==> src/prrs_pkg.sv <==
`default_nettype none
// ---------------------------------------------------------------------------
// prrs_pkg: shared types and constants
// Types, operation codes and thread status codes for the ready-queue
// scheduler.
// ---------------------------------------------------------------------------
package prrs_pkg;

    localparam int NUM_PRIORITIES = 64;
    localparam int MAX_THREADS    = 32;
    localparam int PRIO_W = $clog2(NUM_PRIORITIES);
    localparam int TID_W  = $clog2(MAX_THREADS);
    localparam int LINK_W = TID_W + 1;

    localparam logic [LINK_W-1:0] NONE_ID = LINK_W'(MAX_THREADS);

    localparam logic [1:0] KIND_APPEND   = 2'd0;
    localparam logic [1:0] KIND_REMOVE   = 2'd1;
    localparam logic [1:0] KIND_SCHEDULE = 2'd2;

    localparam logic [1:0] ST_UNQUEUED = 2'd0;
    localparam logic [1:0] ST_READY    = 2'd1;
    localparam logic [1:0] ST_RUNNING  = 2'd2;

    typedef struct packed {
        logic [1:0]        kind;
        logic [TID_W-1:0]  thread_id;
        logic [PRIO_W-1:0] priority_req;
    } sched_in_t;

    typedef struct packed {
        logic              switched;
        logic [TID_W-1:0]  chosen_thread;
        logic              chosen_valid;
        logic [TID_W-1:0]  previous_thread;
        logic              previous_valid;
        logic              restart_slice_timer;
        logic              stop_previous_timer;
        logic              op_error;
    } sched_out_t;

    // Per-thread record held in the thread memory.
    typedef struct packed {
        logic [LINK_W-1:0] fwd;
        logic [LINK_W-1:0] bwd;
        logic [PRIO_W-1:0] prio;
    } thread_rec_t;

    // Per-level record held in the queue memory.
    typedef struct packed {
        logic [LINK_W-1:0] head;
        logic [LINK_W-1:0] tail;
    } level_rec_t;

endpackage : prrs_pkg
`default_nettype wire

==> src/prrs_prio_find.sv <==
`default_nettype none
// ---------------------------------------------------------------------------
// prrs_prio_find: highest non-empty level search
// Registered search of the non-empty map for the highest set bit, split
// into groups of eight so each cycle resolves a narrow priority encode.
// ---------------------------------------------------------------------------
module prrs_prio_find
    import prrs_pkg::*;
(
    input  wire logic                      clk,
    input  wire logic                      rst_n,
    input  wire logic [NUM_PRIORITIES-1:0] map,
    output logic                           found,
    output logic [PRIO_W-1:0]              level
);

    localparam int GROUPS = (NUM_PRIORITIES + 7) / 8;
    localparam int GRP_W  = (GROUPS > 1) ? $clog2(GROUPS) : 1;

    logic [GROUPS-1:0] grp_any_reg;
    logic [GROUPS-1:0] grp_any_next;
    logic [GROUPS-1:0][2:0] grp_pos_reg;
    logic [GROUPS-1:0][2:0] grp_pos_next;

    always_comb
    begin
        for (int g = 0; g < GROUPS; g++)
        begin
            grp_any_next[g] = 1'b0;
            grp_pos_next[g] = 3'd0;
            for (int b = 0; b < 8; b++)
            begin
                if (g * 8 + b < NUM_PRIORITIES)
                begin
                    if (map[g * 8 + b])
                    begin
                        grp_any_next[g] = 1'b1;
                        grp_pos_next[g] = 3'(b);
                    end
                end
            end
        end
    end

    always_ff @(posedge clk or negedge rst_n)
    begin
        if (!rst_n)
        begin
            grp_any_reg <= '0;
            grp_pos_reg <= '0;
        end
        else
        begin
            grp_any_reg <= grp_any_next;
            grp_pos_reg <= grp_pos_next;
        end
    end

    logic [GRP_W-1:0] grp_sel;

    always_comb
    begin
        found   = 1'b0;
        grp_sel = '0;
        for (int g = 0; g < GROUPS; g++)
        begin
            if (grp_any_reg[g])
            begin
                found   = 1'b1;
                grp_sel = GRP_W'(g);
            end
        end
        level = PRIO_W'({grp_sel, grp_pos_reg[grp_sel]});
    end

endmodule : prrs_prio_find
`default_nettype wire

==> src/priority_round_robin_scheduler_top.sv <==
`default_nettype none
// ---------------------------------------------------------------------------
// priority_round_robin_scheduler_top: RTOS ready-queue scheduler
// 64 priority levels of doubly linked round-robin FIFOs of thread ids.
// ---------------------------------------------------------------------------
// Sequencing: busy is high while a command is in progress and falls in the
// cycle in which done strobes. A schedule rotates the chosen head to the tail
// of its level unless it is the only thread there. A new command is taken
// only while idle, so it can follow in the done cycle. Results cannot stall.
// Reset clears control state, status and the non-empty map; no clearing pass.
// ---------------------------------------------------------------------------
module priority_round_robin_scheduler_top
    import prrs_pkg::*;
(
    input  wire logic      clk,
    input  wire logic      rst_n,
    input  wire logic      start,
    input  wire sched_in_t cmd,
    output logic           busy,
    output logic           done,
    output sched_out_t     result
);

    localparam logic [3:0] S_IDLE    = 4'd0;
    localparam logic [3:0] S_ERR     = 4'd1;   // flag an illegal command
    localparam logic [3:0] S_U_RD    = 4'd2;   // unlink: read thread record
    localparam logic [3:0] S_U_REC   = 4'd3;   // unlink: read level and back neighbor
    localparam logic [3:0] S_U_B     = 4'd4;   // unlink: fix back neighbor
    localparam logic [3:0] S_U_F     = 4'd5;   // unlink: fix forward neighbor and level
    localparam logic [3:0] S_A_RD    = 4'd6;   // append: read level record
    localparam logic [3:0] S_A_LVL   = 4'd7;   // append: read old tail
    localparam logic [3:0] S_A_TAIL  = 4'd8;   // append: link old tail forward
    localparam logic [3:0] S_A_NEW   = 4'd9;   // append: write new tail and level
    localparam logic [3:0] S_SC_FIND = 4'd10;
    localparam logic [3:0] S_SC_HEAD = 4'd11;
    localparam logic [3:0] S_SC_FIN  = 4'd12;
    localparam logic [3:0] S_DONE    = 4'd13;

    logic [3:0] state_reg;
    sched_in_t  cmd_reg;
    sched_out_t res_reg;
    logic       done_reg;

    logic [NUM_PRIORITIES-1:0] map_reg;
    logic [MAX_THREADS-1:0][1:0] status_reg;
    logic [TID_W-1:0] run_id_reg;
    logic             run_present_reg;

    // Thread memory: links and priority.
    thread_rec_t tmem [MAX_THREADS];
    thread_rec_t t_rdata;
    logic [TID_W-1:0] t_raddr;
    logic             t_we;
    logic [TID_W-1:0] t_waddr;
    thread_rec_t      t_wdata;

    // Level memory: head and tail.
    level_rec_t lmem [NUM_PRIORITIES];
    level_rec_t l_rdata;
    logic [PRIO_W-1:0] l_raddr;
    logic              l_we;
    logic [PRIO_W-1:0] l_waddr;
    level_rec_t        l_wdata;

    always_ff @(posedge clk)
    begin
        if (t_we)
            tmem[t_waddr] <= t_wdata;
        t_rdata <= tmem[t_raddr];
    end

    always_ff @(posedge clk)
    begin
        if (l_we)
            lmem[l_waddr] <= l_wdata;
        l_rdata <= lmem[l_raddr];
    end

    // Working registers.
    thread_rec_t      rec_reg;     // record of the thread being unlinked
    logic [PRIO_W-1:0] lvl_reg;
    level_rec_t       lrec_reg;
    logic [TID_W-1:0] to_reg;
    logic             rotate_reg;  // schedule: unlink the head, then append it

    logic             pf_found;
    logic [PRIO_W-1:0] pf_level;

    prrs_prio_find u_find (
        .clk   (clk),
        .rst_n (rst_n),
        .map   (map_reg),
        .found (pf_found),
        .level (pf_level)
    );

    assign busy   = (state_reg != S_IDLE);
    assign done   = done_reg;
    assign result = res_reg;

    logic [TID_W-1:0] cur_t;
    assign cur_t = rotate_reg ? to_reg : cmd_reg.thread_id;

    always_comb
    begin
        t_raddr = cur_t;
        l_raddr = lvl_reg;
        t_we = 1'b0; t_waddr = cur_t; t_wdata = rec_reg;
        l_we = 1'b0; l_waddr = lvl_reg; l_wdata = lrec_reg;
        unique case (state_reg)
            S_U_REC:
            begin
                l_raddr = t_rdata.prio;
                t_raddr = t_rdata.bwd[TID_W-1:0];
            end
            S_U_B:
            begin
                if (rec_reg.bwd != NONE_ID)
                begin
                    t_we = 1'b1;
                    t_waddr = rec_reg.bwd[TID_W-1:0];
                    t_wdata = t_rdata;
                    t_wdata.fwd = rec_reg.fwd;
                end
                t_raddr = rec_reg.fwd[TID_W-1:0];
            end
            S_U_F:
            begin
                if (rec_reg.fwd != NONE_ID)
                begin
                    t_we = 1'b1;
                    t_waddr = rec_reg.fwd[TID_W-1:0];
                    t_wdata = t_rdata;
                    t_wdata.bwd = rec_reg.bwd;
                end
                l_we = 1'b1;
                l_wdata.head = (rec_reg.bwd == NONE_ID) ? rec_reg.fwd : lrec_reg.head;
                l_wdata.tail = (rec_reg.fwd == NONE_ID) ? rec_reg.bwd : lrec_reg.tail;
            end
            S_A_LVL:
            begin
                if (map_reg[lvl_reg])
                begin
                    t_raddr = l_rdata.tail[TID_W-1:0];
                end
                else
                begin
                    // Empty level: the thread becomes both head and tail.
                    t_we = 1'b1;
                    t_wdata.fwd  = NONE_ID;
                    t_wdata.bwd  = NONE_ID;
                    t_wdata.prio = lvl_reg;
                    l_we = 1'b1;
                    l_wdata.head = LINK_W'(cur_t);
                    l_wdata.tail = LINK_W'(cur_t);
                end
            end
            S_A_TAIL:
            begin
                t_we = 1'b1;
                t_waddr = lrec_reg.tail[TID_W-1:0];
                t_wdata = t_rdata;
                t_wdata.fwd = LINK_W'(cur_t);
            end
            S_A_NEW:
            begin
                t_we = 1'b1;
                t_wdata.fwd  = NONE_ID;
                t_wdata.bwd  = lrec_reg.tail;
                t_wdata.prio = lvl_reg;
                l_we = 1'b1;
                l_wdata.head = lrec_reg.head;
                l_wdata.tail = LINK_W'(cur_t);
            end
            S_SC_FIND:
            begin
                l_raddr = pf_level;
            end
            default:
            begin
            end
        endcase
    end

    always_ff @(posedge clk or negedge rst_n)
    begin
        if (!rst_n)
        begin
            state_reg       <= S_IDLE;
            done_reg        <= 1'b0;
            map_reg         <= '0;
            status_reg      <= '0;
            run_id_reg      <= '0;
            run_present_reg <= 1'b0;
            rotate_reg      <= 1'b0;
            cmd_reg         <= '0;
            res_reg         <= '0;
            rec_reg         <= '0;
            lvl_reg         <= '0;
            lrec_reg        <= '0;
            to_reg          <= '0;
        end
        else
        begin
            done_reg <= 1'b0;
            unique case (state_reg)
                S_IDLE:
                begin
                    if (start)
                    begin
                        cmd_reg    <= cmd;
                        res_reg    <= '0;
                        rotate_reg <= 1'b0;
                        lvl_reg    <= cmd.priority_req;
                        unique case (cmd.kind)
                            KIND_APPEND:
                            begin
                                if (status_reg[cmd.thread_id] != ST_UNQUEUED)
                                    state_reg <= S_ERR;
                                else
                                    state_reg <= S_A_RD;
                            end
                            KIND_REMOVE:
                            begin
                                if (status_reg[cmd.thread_id] == ST_UNQUEUED)
                                    state_reg <= S_ERR;
                                else
                                    state_reg <= S_U_RD;
                            end
                            KIND_SCHEDULE:
                            begin
                                state_reg <= S_SC_FIND;
                            end
                            default:
                            begin
                                state_reg <= S_DONE;
                            end
                        endcase
                    end
                end
                S_ERR:
                begin
                    res_reg.op_error <= 1'b1;
                    state_reg <= S_DONE;
                end
                S_U_RD:
                begin
                    state_reg <= S_U_REC;
                end
                S_U_REC:
                begin
                    // A head with no successor is already at the tail.
                    if (rotate_reg && t_rdata.fwd == NONE_ID)
                    begin
                        rotate_reg <= 1'b0;
                        state_reg  <= S_SC_FIN;
                    end
                    else
                    begin
                        rec_reg   <= t_rdata;
                        lvl_reg   <= t_rdata.prio;
                        state_reg <= S_U_B;
                    end
                end
                S_U_B:
                begin
                    lrec_reg  <= l_rdata;
                    state_reg <= S_U_F;
                end
                S_U_F:
                begin
                    if (rec_reg.fwd == NONE_ID && rec_reg.bwd == NONE_ID)
                        map_reg[lvl_reg] <= 1'b0;
                    if (rotate_reg)
                        state_reg <= S_A_RD;
                    else
                    begin
                        status_reg[cur_t] <= ST_UNQUEUED;
                        state_reg <= S_DONE;
                    end
                end
                S_A_RD:
                begin
                    state_reg <= S_A_LVL;
                end
                S_A_LVL:
                begin
                    lrec_reg <= l_rdata;
                    if (map_reg[lvl_reg])
                        state_reg <= S_A_TAIL;
                    else
                    begin
                        map_reg[lvl_reg] <= 1'b1;
                        if (!rotate_reg)
                            status_reg[cur_t] <= ST_READY;
                        state_reg <= rotate_reg ? S_SC_FIN : S_DONE;
                    end
                end
                S_A_TAIL:
                begin
                    state_reg <= S_A_NEW;
                end
                S_A_NEW:
                begin
                    if (!rotate_reg)
                        status_reg[cur_t] <= ST_READY;
                    state_reg <= rotate_reg ? S_SC_FIN : S_DONE;
                end
                S_SC_FIND:
                begin
                    if (run_present_reg)
                    begin
                        res_reg.previous_thread <= run_id_reg;
                        res_reg.previous_valid  <= 1'b1;
                    end
                    lvl_reg   <= pf_level;
                    state_reg <= pf_found ? S_SC_HEAD : S_DONE;
                end
                S_SC_HEAD:
                begin
                    to_reg     <= l_rdata.head[TID_W-1:0];
                    rotate_reg <= 1'b1;
                    state_reg  <= S_U_RD;
                end
                S_SC_FIN:
                begin
                    rotate_reg <= 1'b0;
                    res_reg.chosen_thread <= to_reg;
                    res_reg.chosen_valid  <= 1'b1;
                    if (!run_present_reg || run_id_reg != to_reg)
                    begin
                        res_reg.switched            <= 1'b1;
                        res_reg.restart_slice_timer <= 1'b1;
                        if (run_present_reg && status_reg[run_id_reg] == ST_RUNNING)
                        begin
                            res_reg.stop_previous_timer <= 1'b1;
                            status_reg[run_id_reg] <= ST_READY;
                        end
                        status_reg[to_reg] <= ST_RUNNING;
                        run_id_reg      <= to_reg;
                        run_present_reg <= 1'b1;
                    end
                    state_reg <= S_DONE;
                end
                S_DONE:
                begin
                    done_reg  <= 1'b1;
                    state_reg <= S_IDLE;
                end
                default:
                begin
                    state_reg <= S_IDLE;
                end
            endcase
        end
    end

`ifndef ASSERT_OFF
    a_done_one_cycle: assert property (@(posedge clk) disable iff (!rst_n)
        done |=> !done)
        else $error("done held for more than one cycle");

    a_busy_before_done: assert property (@(posedge clk) disable iff (!rst_n)
        done |-> !busy)
        else $error("done while still busy");

    a_chosen_running: assert property (@(posedge clk) disable iff (!rst_n)
        (done && result.switched) |-> (run_present_reg && run_id_reg == result.chosen_thread))
        else $error("switched result does not match running thread");
`endif

endmodule : priority_round_robin_scheduler_top
`default_nettype wire
==> config.mk <==
export PLATFORM = sky130hd
export DESIGN_NAME = priority_round_robin_scheduler_top
export DESIGN_NICKNAME = d
export VERILOG_FILES = /design/src/prrs_pkg.sv /design/src/prrs_prio_find.sv /design/src/priority_round_robin_scheduler_top.sv
export SDC_FILE = /design/constraint.sdc
export NUM_CORES = 2
export LEC_CHECK = 0
export BUFFER_PORTS_ARGS = -buffer_cell sky130_fd_sc_hd__buf_2
export CORE_ASPECT_RATIO = 1.75
export CORE_MARGIN = 4
export CORE_UTILIZATION = 40
export CTS_CLUSTER_DIAMETER = 40
export DETAILED_ROUTE_END_ITERATION = 8
export GPL_TIMING_DRIVEN = 0
export PLACE_DENSITY_LB_ADDON = 0.15
export SLEW_MARGIN = 0
export SYNTH_ARGS = -nofsm -noshare
export SYNTH_HDL_FRONTEND = slang
export SYNTH_SLANG_ARGS = --single-unit
==> constraint.sdc <==
create_clock -name clk -period 8.85 [get_ports clk]
set_input_delay 1.77 -clock clk [delete_from_list [all_inputs] [get_ports clk]]
set_output_delay 1.77 -clock clk [all_outputs]
set_load 0.02 [all_outputs]
# Word level (Yosys, flattened, before mapping)
# Memories as Yosys holds them, arrays and structs flattened. A register that Yosys moved wholly into a read port is not among the register bits.
# Index checks and enable logic that the tools add are counted.
word_totals:
  register_bits: 234
  mem_bits_rw: 1344
  in_bits: 16
  out_inout_bits: 18
  elab_cells: 370
  memories: 2
mem_list:
  columns: ["memory", "words", "width", "read_ports", "rd_ports_with_merged_regs", "write_ports", "line_no", "source"]
  rows:
  - ["lmem", 64, 12, 1, 1, 1, "priority_round_robin_scheduler_top.sv:58", "level_rec_t lmem [NUM_PRIORITIES];"]
  - ["tmem", 32, 18, 1, 1, 1, "priority_round_robin_scheduler_top.sv:50", "thread_rec_t tmem [MAX_THREADS];"]
op_classes:
  order_cmp: 10
  eq_ne: 31
  mux: 212
  n_bitwise: 15
  reduce_logical: 37
ops:
  columns: ["operator", "count"]
  rows:
  - ["$mux W64", 9]
  - ["$pmux W64 S4", 1]
  - ["$and A64 B64 Y64", 2]
  - ["$not A64 Y64", 2]
  - ["$pmux W64 S2", 1]
  - ["$mux W3", 40]
  - ["$and A32 B32 Y32", 3]
  - ["$mux W1", 96]
  - ["$not A32 Y32", 3]
  - ["$or A32 B32 Y32", 3]
  - ["$pmux W18 S5", 1]
  - ["$or A64 B64 Y64", 1]
  - ["$mux W2", 25]
  - ["$pmux W4 S12", 1]
  - ["$mux W18", 2]
  - ["$pmux W12 S3", 1]
  - ["$demux W2 S5", 3]
  - ["$mux W6", 5]
  - ["$pmux W5 S3", 2]
  - ["$eq A4 B4 Y1 const B", 6]
  - ["$lt A5 B6 Y1 const B", 4]
  - ["$mux W12", 2]
  - ["$pmux W6 S2", 2]
  - ["$bmux W2 S5", 2]
  - ["other kinds (38)", 88]

# Logic depth before layout (Yosys ltp)
depth:
  ltp_word: 12
  ltp_mapped: 16
  ltp_nobuf: 10

# Cells and area by module
# A second synthesis with hierarchy kept.
unflattened:
  cells_unflattened: 5230
  hier_area_um2: 65942.0
by_module_without_submodules:
  columns: ["module", "n_inst", "cells_each", "area_per_inst_um2", "seq_area_each_um2"]
  rows:
  - ["priority_round_robin_scheduler_top", 1, 5065, 64420.5, 44022.2]
  - ["prrs_prio_find", 1, 165, 1521.5, 800.8]

# Worst setup path after synthesis
# Ideal clock, no wire load.
synth_timing:
  path_kind: "register to register"
  startpoint: "reg lvl_reg[0], in the netlist l_waddr[0]"
  endpoint: "mem lmem[0][2] (netlist name), data pin"
  setup_time_ns: 0.569
  arrival_time_ns: 4.034
  required_ns: 8.281
  path_slack_ns: 4.247
  path_stages_with_launch: 13
  path_buffers: 3
  period_less_slack_ns: 4.603
  cell_sequence: "dfrtp_1 buf_6 buf_6 buf_6 nand3_2 a21boi_1 a211o_1 a2111oi_4 nand3_2 a21oi_1 a2111oi_0 nor2_1 a2bb2oi_1"
synth_rtl:
  columns: ["element", "line_no", "source"]
  rows:
  - ["start: declaration", "priority_round_robin_scheduler_top.sv:81", "logic [PRIO_W-1:0] lvl_reg;"]
  - ["start signal: assignment", "priority_round_robin_scheduler_top.sv:214", "lvl_reg <= cmd.priority_req;"]
  - ["start signal: assignment", "priority_round_robin_scheduler_top.sv:261", "lvl_reg <= t_rdata.prio;"]
  - ["start signal: assignment", "priority_round_robin_scheduler_top.sv:316", "lvl_reg <= pf_level;"]
  - ["end: declaration", "priority_round_robin_scheduler_top.sv:58", null]

# Worst setup path in the final report
layout_timing:
  startpoint: "reg lvl_reg[1], in the netlist l_waddr[1]"
  endpoint: "mem lmem[62][4] (netlist name), enable pin"
layout_via:
  elab_chain_len: 6
layout_lines:
  columns: ["element", "line_no", "source"]
  rows:
  - ["$bmux W1 S6", "priority_round_robin_scheduler_top.sv:142", "if (map_reg[lvl_reg])"]
  - ["$mux W1 (implied by the code)", "priority_round_robin_scheduler_top.sv:142", null]
  - ["$mux W1", "priority_round_robin_scheduler_top.sv:142", null]
  - ["$pmux W1 S2", "priority_round_robin_scheduler_top.sv:110", "unique case (state_reg)"]
  - ["$mux W1", "priority_round_robin_scheduler_top.sv:74", "if (l_we)"]
  - ["$mux W1 (implied by the code)", "priority_round_robin_scheduler_top.sv:75", "lmem[l_waddr] <= l_wdata;"]
# Several ways; a longest one is shown, not always the timed one. The select of a mux whose other input is x is not followed.

==> run_results.csv <==
group,metric,value,unit
status,outcome,"finished with violations",
status,failed_checks,"capacitance limit, slew limit",
power,intPower,18.8,mW
power,power.density,446,mW/mm^2
die,initial_core_util,0.402,
clocking,ctsResizeCount,0,
power,finalPower,33.7,mW
detailed_routing,dr_total_vias,44400,
cells_and_area,largest_reg_flops,704,
detailed_routing,wl_per_cell,30.1,um
clocking,clock_latency,850,ps
sta,skew,94.5,ps
worst_setup_path,required,9250,ps
die,rows,196,
clocking,cts_max_level,4,
clocking,cts_max_path_buffers,4,
worst_setup_path,r2r_slack,2560,ps
sta,min_period,6290,ps
yosys,synth_area,0.0655,sq mm
global_routing,grt_pass1_vias,45100,
yosys,ys_types,92,
sta,setup_ws,2560,ps
yosys,synth-seq-area-share,0.684,
yosys,syn-num-nets,5067,
sta,holdWs,459,ps
placed_design,place_hpwl,167000,um
yosys,synth_cells,5051,
detailed_routing,ant_nets,0,
flow_run,drv_cap,4,
placed_design,place_congestion,0.997,
clocking,post-cts-setup-buffers,0,
cells_and_area,area_delta_synth_final,15.1,%
cells_and_area,final_nets,5339,
die,ios,34,
yosys,ys.flop_type,"edfxtp_1",
worst_setup_path,crit_top_cell,"nor2_1",
die,fp.coreArea,0.163,sq mm
detailed_routing,drc,0,
cells_and_area,fillers,14800,
placed_design,post-place-ws,2670,ps
clocking,cts_tree,"yes",
sta,setup-violations-final,0,
power,combPwrFrac,0.458,
worst_hold_path,hold_path.class,"reg -> reg",
power,ir_drop,0.000376,V
worst_setup_path,path_class,"reg -> reg",
clocking,clock-sinks,1541,
detailed_routing,routed_wl,230000,um
detailed_routing,dr.pass1.iters,7,
clocking,hold_buffers,0,
cells_and_area,register_area,0.0448,sq mm
sta,rsz0062_at_grt,"false",
clocking,numCtsBuffers,168,
detailed_routing,drt-initial-drc-count,4193,
global_routing,top_usage_layer,"met2",
die,die-area,0.171,sq mm
worst_setup_path,cp_max_fo,11,
power,switching_share,0.441,
sta,period_share,0.710,
global_routing,grt_pass1_wl,324000,um
yosys,synth-edff-count,1280,
cells_and_area,finalInstanceArea,0.0754,sq mm
die,die_width,314,um
global_routing,grt_use_met3,0.0347,
power,p_leak,26.4,nW
yosys,syn_area_per_cell,13.0,sq um
power,seq_power_share,0.331,
power,p_switching,14.8,mW
global_routing,grt_max_degree,91,
sta,relSlewSlack,-0.123,
detailed_routing,vias_per_cell,5.82,
cells_and_area,multiInputGateArea,0.0192,sq mm
global_routing,met1_usage,0.271,
worst_setup_path,cpMaxStageDelayCell,"nor2_1",
worst_setup_path,start_kind,"flop",
power,clockPowerShare,0.210,
yosys,synth-seq-cells,1541,
global_routing,grt_overflow,0,
clocking,clkTransAtPathRegs,60,ps
worst_setup_path,max_stage_delay,1130,ps
sta,max_freq,159,MHz
global_routing,antenna_found_initial,5,
worst_setup_path,end_kind,"flop",
global_routing,globalRouteTotalUtil,0.264,
cells_and_area,drive_gt1_frac,0.125,
placed_design,io_buffers,32,
die,die_h,543,um
sta,worst_pin_slew,1660,ps
placed_design,dpl-instance-area,0.0698,sq mm
clocking,root_buffer,"clkbuf_16",
sta,drv_slew,4,
yosys,yosys_warnings,0,
global_routing,use_met2,0.490,
sta,timing.final.hold_violations,0,
worst_setup_path,path_cells,"buf_4 -> buf_6 -> nor2b_1 -> a22oi_1 -> and3_1 -> a2111oi_4 -> nand4_1 -> nand2_1 -> nor2_1 -> buf_2 -> buf_1 -> nor2_1",
yosys,synthArstFlopShare,0.151,
worst_setup_path,critPathArrivalTime,6690,ps
power by group through the flow:
stage	clock network (mW)	registers [mW]	logic (mW)
after detailed placement	0	11.3	15.2
after global placement	0	11.6	14.2
after global routing	7.43	11.2	16.0
after CTS	7.16	11.2	15.2
final	7.07	11.2	15.4
after floorplan	0	11.2	7.65
area by class of cell:
class / instances / share of cell area
buffer: 331 / 0.0207
timing repair buffer: 102 / 0.0192
multi-input combinational: 3136 / 0.255
clock inverter: 104 / 0.0146
clock buffer: 194 / 0.0583
sequential: 1541 / 0.594
antenna: 2 / 0.0000664
tap: 2178 / 0.0361
inverter: 43 / 0.00214
routing by layer:
metal	up-vias	share of wire
li1	19700	-
met1	22300	0.34
met2	1774	0.53
met3	686	0.048
met4	2	0.089
met5	-	0.000057
cell usage in the layout (no fill, tap or decap), types with 25 or more instances in the layout:
cell type / netlist / final
clkbuf_1: 177 / 196
mux2i_1: 321 / 321
buf_8: 0 / 27
a22oi_1: 55 / 55
nor2_1: 273 / 236
mux2_2: 54 / 54
inv_1: 42 / 39
dfxtp_1: 29 / 29
buf_4: 23 / 28
nand4_1: 31 / 31
nand2_1: 911 / 911
nor2_2: 3 / 40
nor3_1: 45 / 43
and3_1: 84 / 84
edfxtp_1: 1280 / 1280
a221oi_1: 77 / 77
a32oi_1: 101 / 100
clkinv_1: 0 / 25
o21ai_0: 303 / 300
o31ai_1: 27 / 27
dfrtp_1: 232 / 232
buf_2: 94 / 128
clkbuf_16: 0 / 170
o21a_1: 35 / 31
a21oi_1: 262 / 259
a31oi_1: 68 / 68
mux4_2: 30 / 30
nand3_1: 134 / 134
critical path: cells and delay by family (launching register included):
kind            cells  cell delay, ps
simple gates        6            3880
buf+inv             4            1060
flops               1             360
compound gates      2             570
synth_stat cells, types with 14 or more instances:
library cell,number,area share
nor2b_1,14,0.0013
a32oi_1,101,0.014
mux4_2,30,0.010
inv_1,42,0.0024
clkbuf_1,177,0.010
o21ai_0,303,0.023
dfrtp_1,232,0.089
mux2_2,54,0.0093
nand2_1,911,0.052
o211ai_1,24,0.0028
nand4_1,31,0.0030
a221oi_1,77,0.010
a221o_1,22,0.0034
o2111ai_1,14,0.0019
a21oi_1,262,0.020
nand2b_1,14,0.0013
dfxtp_1,29,0.0089
o31ai_1,27,0.0031
buf_2,94,0.0072
mux2i_1,321,0.049
a21o_1,14,0.0016
a31oi_1,68,0.0065
buf_6,15,0.0026
nor3_1,45,0.0034
buf_1,21,0.0012
nand3_1,134,0.010
o21a_1,35,0.0040
edfxtp_1,1280,0.59
a22oi_1,55,0.0063
and3_1,84,0.0080
nor2_1,273,0.016
buf_4,23,0.0026
stage by stage:
step	TNS (ps)	std cells	util
3_3_place_gp	-114110	7261	0.420
6_report	0	7631	0.463
2_1_floorplan	0	5051	-
3_5_place_dp	0	7325	0.429
5_1_grt	0	7630	0.463
4_1_cts	0	7623	0.462
cell families after synthesis:
logic type / Yosys count / share of synthesized area
xor gates and xnor gates: 6 / 0.000802
and+or+nand+nor: 1579 / 0.104
muxes: 406 / 0.0689
buffers and inverters: 374 / 0.0263
AOI/OAI and AO/OA: 1145 / 0.116
DFF: 1541 / 0.684
final timing paths:
path                                   from                     to  depth (start not counted)
worst max-delay path             l_waddr[1]            lmem[62][4]                         12
worst min-delay path            t_rdata[13]            rec_reg[13]                          2
worst max register to register   l_waddr[1]            lmem[62][4]                         12
worst min register to register  t_rdata[13]            rec_reg[13]                          2
max in group asynchronous             rst_n  u_find.grp_any_reg[2]                          3
min in group asynchronous             rst_n  u_find.grp_any_reg[5]                          1
Note: power is estimated with default switching activity, not from simulation.
